[config.mk]
export PLATFORM = sky130hd
export DESIGN_NAME = prime_subset_in_place_sorter
export DESIGN_NICKNAME = d
export VERILOG_FILES = /design/src/rtl/core/psis_pkg.sv /design/src/rtl/core/psis_alu.sv /design/src/rtl/core/psis_mem.sv /design/src/rtl/core/prime_subset_in_place_sorter.sv
export SDC_FILE = /design/constraint.sdc
export NUM_CORES = 2
export LEC_CHECK = 0
export BUFFER_PORTS_ARGS = -buffer_cell sky130_fd_sc_hd__buf_2
export CORE_MARGIN = 10
export CORE_UTILIZATION = 60
export CTS_BUF_LIST = sky130_fd_sc_hd__clkbuf_2
export DETAILED_ROUTE_END_ITERATION = 12
export PLACE_DENSITY = 0.76
export SYNTH_ARGS = -nofsm -noshare
export SYNTH_HDL_FRONTEND = slang
export SYNTH_SLANG_ARGS = --single-unit
[constraint.sdc]
create_clock -name clk -period 22 [get_ports clk]
set_clock_uncertainty 0.1 [all_clocks]
set_input_delay 4.4 -clock clk [delete_from_list [all_inputs] [get_ports clk]]
set_output_delay 4.4 -clock clk [all_outputs]
set_load 0.01 [all_outputs]
[src/rtl/core/psis_pkg.sv]
`timescale 1ns / 1ps
// shared constants and sequencer state type for the prime subset sorter
package psis_pkg;

	// width of the value fields on the ports
	localparam int IO_W = 16;

	// parameter defaults
	localparam int MAX_LEN_DEF    = 64;
	localparam int VALUE_BITS_DEF = 16;

	// sequencer states, one-hot
	typedef enum logic [9:0] {
		S_IDLE  = 10'b00_0000_0001,
		S_PSQ   = 10'b00_0000_0010,
		S_PDIV  = 10'b00_0000_0100,
		S_SPASS = 10'b00_0000_1000,
		S_SRD   = 10'b00_0001_0000,
		S_SCMP  = 10'b00_0010_0000,
		S_SEND  = 10'b00_0100_0000,
		S_ERD   = 10'b00_1000_0000,
		S_ELD   = 10'b01_0000_0000,
		S_EOUT  = 10'b10_0000_0000
	} state_t;

endpackage

[src/rtl/core/psis_alu.sv]
`timescale 1ns / 1ps
// shared subtract and compare unit
module psis_alu #(
	parameter int W = 18
) (
	input  logic [W-1:0] a,
	input  logic [W-1:0] b,
	output logic         ge,
	output logic [W-1:0] diff
);

	logic [W:0] full;

	// borrow out of the top tells a < b
	assign full = {1'b0, a} - {1'b0, b};
	assign ge   = ~full[W];
	assign diff = full[W-1:0];

endmodule

[src/rtl/core/psis_mem.sv]
`timescale 1ns / 1ps
// element store, one write port and one registered read port
module psis_mem #(
	parameter int DEPTH = 64,
	parameter int W     = 17,
	parameter int AIW   = 6
) (
	input  logic           clk,
	input  logic           we,
	input  logic [AIW-1:0] waddr,
	input  logic [W-1:0]   wdata,
	input  logic [AIW-1:0] raddr,
	output logic [W-1:0]   rdata
);

	logic [W-1:0] mem_q [DEPTH];

	always_ff @(posedge clk) begin
		if (we) begin
			mem_q[waddr] <= wdata;
		end
		rdata <= mem_q[raddr];
	end

endmodule

[src/rtl/core/prime_subset_in_place_sorter.sv]
`timescale 1ns / 1ps
// top level: load, primality test, in-place sort of the primes, emission
//
// input channel (in_valid/in_ready, value, is_last): one beat per array element;
//   is_last closes the array. in_ready is high only while the sequencer is idle.
// each stored element is tested for primality right after its beat by trial
//   division through one shared subtract/compare unit: a square check per divisor
//   (S_PSQ), then a restoring remainder step per value bit (S_PDIV), for the
//   divisor 2 and then the odd divisors 3, 5, 7 and on up to the square root.
// after the last beat, bubble passes over the store move the primes into
//   ascending order among their own positions; passes repeat until one makes
//   no swap (at most one more than the primes).
// output channel (out_valid/out_ready, value_res, is_last_res, overflow): one
//   beat per stored element in array order, held while out_ready is low and
//   taken before the next is read; is_last_res marks the final beat, overflow is
//   set on every beat of an array of more than MAX_LEN elements (extra dropped).
// reset clears the element count and the overflow flag; the store itself
//   needs no clearing since only entries written for the current array are read.
module prime_subset_in_place_sorter
	import psis_pkg::*;
#(
	parameter int MAX_LEN    = MAX_LEN_DEF,
	parameter int VALUE_BITS = VALUE_BITS_DEF
) (
	input  logic            clk,
	input  logic            arst_n,
	input  logic            in_valid,
	output logic            in_ready,
	input  logic [IO_W-1:0] value,
	input  logic            is_last,
	output logic            out_valid,
	input  logic            out_ready,
	output logic [IO_W-1:0] value_res,
	output logic            is_last_res,
	output logic            overflow
);

	// stored value width: the port limits it to IO_W bits
	localparam int SW  = (VALUE_BITS < IO_W) ? VALUE_BITS : IO_W;
	// divisor width, holds the first divisor past the square root
	localparam int DW  = (SW + 1) / 2 + 1;
	// shared unit width, holds a divisor squared
	localparam int AW  = 2 * DW;
	localparam int BW  = $clog2(SW);
	localparam int AIW = $clog2(MAX_LEN);
	localparam int CW  = $clog2(MAX_LEN + 1);

	state_t state_q;

	logic [CW-1:0]  cnt_q;
	logic           ovf_q;
	logic           last_q;

	// primality test registers
	logic [SW-1:0]  num_q;
	logic [DW-1:0]  d_q;
	logic [DW-1:0]  rem_q;
	logic [BW-1:0]  bit_q;

	// sort and emission registers
	logic [AIW-1:0] idx_q;
	logic [AIW-1:0] prev_q;
	logic [SW-1:0]  held_q;
	logic           has_q;
	logic           swap_q;

	logic            out_valid_q;
	logic [IO_W-1:0] value_res_q;
	logic            is_last_res_q;
	logic            overflow_q;

	// shared unit
	logic [AW-1:0] alu_a;
	logic [AW-1:0] alu_b;
	logic          alu_ge;
	logic [AW-1:0] alu_diff;

	// store ports
	logic           mem_we;
	logic [AIW-1:0] mem_waddr;
	logic [SW:0]    mem_wdata;
	logic [AIW-1:0] mem_raddr;
	logic [SW:0]    mem_rdata;

	logic [AW-1:0]  sq;
	logic [DW:0]    sh;
	logic [DW-1:0]  rem_nx;
	logic [DW-1:0]  d_nx;
	logic           num_lt2;
	logic [SW-1:0]  cur;
	logic           cur_mk;
	logic [CW-1:0]  cnt_m1;
	logic [AIW-1:0] last_idx;
	logic           at_last;

	psis_alu #(
		.W(AW)
	) u_alu (
		.a   (alu_a),
		.b   (alu_b),
		.ge  (alu_ge),
		.diff(alu_diff)
	);

	// element value in the low bits, prime mark on top
	psis_mem #(
		.DEPTH(MAX_LEN),
		.W    (SW + 1),
		.AIW  (AIW)
	) u_mem (
		.clk  (clk),
		.we   (mem_we),
		.waddr(mem_waddr),
		.wdata(mem_wdata),
		.raddr(mem_raddr),
		.rdata(mem_rdata)
	);

	assign sq       = AW'(d_q) * AW'(d_q);
	assign sh       = {rem_q, num_q[bit_q]};
	assign rem_nx   = alu_ge ? alu_diff[DW-1:0] : sh[DW-1:0];
	// after 2 only odd divisors are needed
	assign d_nx     = (d_q == DW'(2)) ? DW'(3) : d_q + DW'(2);
	assign num_lt2  = (num_q[SW-1:1] == '0);
	assign cur      = mem_rdata[SW-1:0];
	assign cur_mk   = mem_rdata[SW];
	assign cnt_m1   = cnt_q - CW'(1);
	assign last_idx = cnt_m1[AIW-1:0];
	assign at_last  = (idx_q == last_idx);
	assign mem_raddr = idx_q;

	// operand selection and store writes
	always_comb begin
		alu_a     = '0;
		alu_b     = '0;
		mem_we    = 1'b0;
		mem_waddr = cnt_q[AIW-1:0];
		mem_wdata = {1'b0, num_q};
		unique case (state_q)
			S_PSQ: begin
				// value >= divisor squared keeps the search going
				alu_a = AW'(num_q);
				alu_b = sq;
				if (num_lt2) begin
					mem_we = 1'b1;
				end else if (!alu_ge) begin
					mem_we    = 1'b1;
					mem_wdata = {1'b1, num_q};
				end
			end
			S_PDIV: begin
				// one restoring remainder step
				alu_a = AW'(sh);
				alu_b = AW'(d_q);
				if (bit_q == '0 && rem_nx == '0) begin
					mem_we = 1'b1;
				end
			end
			S_SCMP: begin
				// carried value against the next prime; the smaller lands behind
				alu_a = AW'(cur);
				alu_b = AW'(held_q);
				if (cur_mk && has_q) begin
					mem_we    = 1'b1;
					mem_waddr = prev_q;
					mem_wdata = alu_ge ? {1'b1, held_q} : {1'b1, cur};
				end
			end
			S_SEND: begin
				// largest of the pass goes to the last prime position
				if (has_q) begin
					mem_we    = 1'b1;
					mem_waddr = prev_q;
					mem_wdata = {1'b1, held_q};
				end
			end
			default: begin
			end
		endcase
	end

	always_ff @(posedge clk or negedge arst_n) begin
		if (!arst_n) begin
			state_q     <= S_IDLE;
			cnt_q       <= '0;
			ovf_q       <= 1'b0;
			out_valid_q <= 1'b0;
		end else begin
			unique case (state_q)
				S_IDLE: begin
					if (in_valid) begin
						if (cnt_q < CW'(MAX_LEN)) begin
							num_q   <= value[SW-1:0];
							last_q  <= is_last;
							d_q     <= DW'(2);
							state_q <= S_PSQ;
						end else begin
							// store full, beat dropped
							ovf_q <= 1'b1;
							if (is_last) begin
								state_q <= S_SPASS;
							end
						end
					end
				end
				S_PSQ: begin
					if (num_lt2 || !alu_ge) begin
						cnt_q   <= cnt_q + CW'(1);
						state_q <= last_q ? S_SPASS : S_IDLE;
					end else begin
						rem_q   <= '0;
						bit_q   <= BW'(SW - 1);
						state_q <= S_PDIV;
					end
				end
				S_PDIV: begin
					rem_q <= rem_nx;
					if (bit_q == '0) begin
						if (rem_nx == '0) begin
							cnt_q   <= cnt_q + CW'(1);
							state_q <= last_q ? S_SPASS : S_IDLE;
						end else begin
							d_q     <= d_nx;
							state_q <= S_PSQ;
						end
					end else begin
						bit_q <= bit_q - BW'(1);
					end
				end
				S_SPASS: begin
					idx_q   <= '0;
					has_q   <= 1'b0;
					swap_q  <= 1'b0;
					state_q <= S_SRD;
				end
				S_SRD: begin
					state_q <= S_SCMP;
				end
				S_SCMP: begin
					if (cur_mk) begin
						has_q  <= 1'b1;
						prev_q <= idx_q;
						if (!has_q || alu_ge) begin
							held_q <= cur;
						end else begin
							swap_q <= 1'b1;
						end
					end
					if (at_last) begin
						state_q <= S_SEND;
					end else begin
						idx_q   <= idx_q + AIW'(1);
						state_q <= S_SRD;
					end
				end
				S_SEND: begin
					if (swap_q) begin
						state_q <= S_SPASS;
					end else begin
						idx_q   <= '0;
						state_q <= S_ERD;
					end
				end
				S_ERD: begin
					state_q <= S_ELD;
				end
				S_ELD: begin
					value_res_q   <= IO_W'(cur);
					is_last_res_q <= at_last;
					overflow_q    <= ovf_q;
					out_valid_q   <= 1'b1;
					state_q       <= S_EOUT;
				end
				S_EOUT: begin
					if (out_ready) begin
						out_valid_q <= 1'b0;
						if (at_last) begin
							// array done, ready for the next one
							cnt_q   <= '0;
							ovf_q   <= 1'b0;
							state_q <= S_IDLE;
						end else begin
							idx_q   <= idx_q + AIW'(1);
							state_q <= S_ERD;
						end
					end
				end
				default: begin
					state_q <= S_IDLE;
				end
			endcase
		end
	end

	assign in_ready    = (state_q == S_IDLE);
	assign out_valid   = out_valid_q;
	assign value_res   = value_res_q;
	assign is_last_res = is_last_res_q;
	assign overflow    = overflow_q;

`ifndef SYNTHESIS
	a_no_overlap: assert property (@(posedge clk) disable iff (!arst_n)
		!(in_ready && out_valid))
		else $error("input taken while a result beat is pending");

	a_cnt_bound: assert property (@(posedge clk) disable iff (!arst_n)
		cnt_q <= CW'(MAX_LEN))
		else $error("element count beyond store depth");

	a_ovf_full: assert property (@(posedge clk) disable iff (!arst_n)
		ovf_q |-> (cnt_q == CW'(MAX_LEN)))
		else $error("overflow flagged with store not full");

	a_last_clears: assert property (@(posedge clk) disable iff (!arst_n)
		(out_valid && out_ready && is_last_res) |=> (cnt_q == '0 && !ovf_q && in_ready))
		else $error("array state not cleared after final beat");
`endif

endmodule

==> impl_metrics.env <==
export IMPL_outcome="finished, final reports clean"
export IMPL_clkTransAtPathRegs_ns=0.12
export IMPL_multi_input_area_um2=13600
export IMPL_post_cts_setup_buffers=0
export IMPL_core_rowCount=105
export IMPL_post_cts_resize_count=0
export IMPL_syn_num_nets=2592
export IMPL_grt_antenna_before_repair=5
export IMPL_worst_slew_margin_relative_to_its_limit=0.200
export IMPL_yosys_register_bits=1211
export IMPL_ioPinCount=41
export IMPL_hold_class="register to register"
export IMPL_via_total_after_detailed_routing=27000
export IMPL_htree_num_levels=5
export IMPL_finalWorstSetupSlack_ns=12.32
export IMPL_post_place_ws_ns=12.52
export IMPL_avgSynthCellArea_um2=20.2
export IMPL_cts_root_buf="sky130_fd_sc_hd__clkbuf_2"
export IMPL_cts_sinks=1211
export IMPL_mostFrequentLayoutCell="sky130_fd_sc_hd__edfxtp_1"
export IMPL_die_height_um=309
export IMPL_synth_edf_count=1175
export IMPL_ir_worst_vdd_mv=0.0598
export IMPL_number_of_iterations_in_the_first_detailed_routing_pass=6
export IMPL_setup_total_negative_slack_ns=0
export IMPL_ys_async_sr_fraction=0.0157
export IMPL_via_count_of_the_first_global_routing_pass=27100
export IMPL_post_route_drc_count=0
export IMPL_leakage_nw=18.4
export IMPL_finalHoldViolations=0
export IMPL_die_area_um2=95500
export IMPL_n_fill_cell=5306
export IMPL_cts_root_to_sink_buffers=4
export IMPL_synth_distinct_cells=70
export IMPL_timing_setup_critical_path_class="register to register"
export IMPL_areaGrowthSynthToFinish_pct=9.68
export IMPL_worstSetupEndpointType="register"
export IMPL_cpMaxStageDelayCell="sky130_fd_sc_hd__nor4_2"
export IMPL_tritoncts_num_buffers=298
export IMPL_timing_fmax_mhz=103
export IMPL_gp_routability_congestion=0.917
export IMPL_finalWirelength_mm=124
export IMPL_data_arrival_time_of_the_critical_path_ns=10.65
export IMPL_final_max_slew_violation_count=0
export IMPL_vias_per_cell=6.64
export IMPL_post_synth_instance_area_um2=50100
export IMPL_worst_skew_pair_late_latency_ns=1.49
export IMPL_global_route_overflow_total=0
export IMPL_synth_flop_cell="sky130_fd_sc_hd__edfxtp_1"
export IMPL_largest_net_degree_at_the_start_of_global_routing=155
export IMPL_dpl_hpwl_mm=76.3
export IMPL_ff_latch_area_um2=36100
export IMPL_postRouteAntennaNets=0
export IMPL_core_area_um2=82500
export IMPL_post_cts_hold_buffer_count=0
export IMPL_post_route_cells_drive_above_1_share=0.353
export IMPL_gr_usage_all_layers=0.264
export IMPL_critical_path_launch_point_type="register"
export IMPL_drtIter0Drc=3930
export IMPL_synth_warnings=0
export IMPL_post_route_period_util=0.440
export IMPL_most_frequent_cells_in_the_layout="sky130_fd_sc_hd__edfxtp_1, sky130_fd_sc_hd__clkbuf_2, sky130_fd_sc_hd__mux4_2"
export IMPL_report_final_setup_viol=0
export IMPL_setup_repair_after_global_routing_missed_its_margin="false"
export IMPL_clock_tree_from_tritoncts="done"
export IMPL_slowest_delay_ns=0.75
export IMPL_cells_after_synth=2478
export IMPL_grt_pass1_wl_mm=183
export IMPL_post_drt_wl_per_cell_um=30.4
export IMPL_fp_dieW_um=309
export IMPL_fin_crit_ns=9.68
export IMPL_power_density_nw_per_um2=91.3
export IMPL_cap_violations=0
export IMPL_yosysSeqAreaShare=0.720
export IMPL_initial_core_util=0.608
export IMPL_worst_endpoint_required_ns=22.97
export IMPL_placement_io_buffers=40
export IMPL_max_slew_worst_pin_slew_ns=1.20
export IMPL_setup_reg_to_reg_worst_slack_ns=12.32
export IMPL_crit_fanout=37
export IMPL_final_net_count=2900
power breakdown:
part	internal [mW]	total [mW]	switching, mW	leakage (nW)
clock network	0.548	1.40	0.849	1.98
registers	2.60	2.63	0.0309	11.0
logic	0.341	0.996	0.655	5.41
logic make-up after synthesis:
kind of cell | Yosys count | share of synthesized area
flops | 1211 | 0.720
mux | 373 | 0.165
simple gates | 344 | 0.0353
buf+inv | 249 | 0.0190
compound gates | 165 | 0.0247
fa+ha+maj | 93 | 0.0286
xor+xnor | 43 | 0.00751
critical path: cells and delay by family (launching register included):
family | cells | cell delay (ns)
and+or+nand+nor | 8 | 1.65
xor gates and xnor gates | 1 | 0.14
adders and majority gates | 6 | 2.74
DFF | 1 | 0.58
buffers and inverters | 8 | 1.69
muxes | 1 | 0.40
AOI/OAI and AO/OA | 9 | 1.95
Yosys cell counts, drive strengths merged (4+ instances only):
| cell | count | area (µm²) |
|---|---|---|
| a22o | 13 | 114 |
| a222oi | 15 | 150 |
| o21bai | 5 | 37.5 |
| and2 | 22 | 138 |
| nand3b | 5 | 37.5 |
| nand4 | 8 | 50.1 |
| dfrtp | 18 | 450 |
| mux2i | 9 | 90.1 |
| a31oi | 7 | 43.8 |
| o31ai | 4 | 30.0 |
| o211ai | 8 | 60.1 |
| a21oi | 28 | 151 |
| o21a | 5 | 37.5 |
| or2 | 5 | 31.3 |
| nand3 | 15 | 75.1 |
| xnor2 | 26 | 228 |
| nand2 | 73 | 274 |
| a221o | 16 | 160 |
| nand2b | 6 | 37.5 |
| ha | 57 | 713 |
| and4b | 4 | 40.0 |
| edfxtp | 1175 | 35300 |
| mux4 | 362 | 8150 |
| a21o | 6 | 45.0 |
| nor2b | 8 | 50.1 |
| nand4b | 4 | 35.0 |
| a22oi | 8 | 60.1 |
| buf | 56 | 229 |
| xor2 | 17 | 149 |
| clkbuf | 81 | 304 |
| a211oi | 4 | 35.0 |
| nor3 | 14 | 70.1 |
| or3 | 4 | 25.0 |
| o21ai | 26 | 138 |
| nor2 | 92 | 350 |
| nor4 | 74 | 469 |
| dfxtp | 17 | 340 |
| inv | 111 | 417 |
| fa | 36 | 721 |
flip-flops by register name, summed over array words and instances, names as in the netlist, 4 cells and up:
| register | cells |
|---|---|
| value_res | 16 |
| cnt_q | 7 |
| prev_q | 6 |
| state_q | 10 |
| bit_q | 4 |
| d_q | 9 |
| u_mem.rdata | 17 |
| u_mem.mem_q | 1088 |
| held_q | 16 |
| rem_q | 9 |
| idx_q | 6 |
| num_q | 16 |
worst paths after layout:
path                            cells after the start           start             endpoint
worst max-delay path                               33          d_q[6]  u_mem.mem_q[38][11]
worst min-delay path                                0  u_mem.rdata[9]            held_q[9]
worst max register to register                     33          d_q[6]  u_mem.mem_q[38][11]
worst min register to register                      0  u_mem.rdata[9]            held_q[9]
max in group asynchronous                           1          arst_n           state_q[0]
min in group asynchronous                           1          arst_n             cnt_q[0]
final cells by class:
type / count / share of cell area
antenna: 1 / 0.0000455
clock buffer: 421 / 0.0383
clock inverter: 85 / 0.00760
inverter: 112 / 0.00764
multi-input combinational: 1018 / 0.247
sequential: 1211 / 0.656
tap: 1070 / 0.0243
timing repair buffer: 145 / 0.0187
routing by layer:
metal | global-route usage | share of wire | up-vias
li1 | - | - | 11000
met1 | 0.365 | 0.37 | 13800
met2 | 0.407 | 0.48 | 1876
met3 | 0.0661 | 0.12 | 249
met4 | 0.100 | 0.035 | 6
met5 | 0 | 0.00033 | -
stage by stage:
stage	util	instances	hold slack, ns	instance area (µm²)	power (mW)
final	0.667	4063	0.381	55000	5.02
after floorplan	-	2478	0.321	50100	3.35
after global placement	0.636	3556	0.358	52500	3.61
after CTS	0.667	4062	0.363	55000	5.04
after detailed placement	0.636	3556	0.369	52500	3.66
after global routing	0.667	4063	0.360	55000	5.27
No activity file was read; power rests on OpenSTA's default activity.
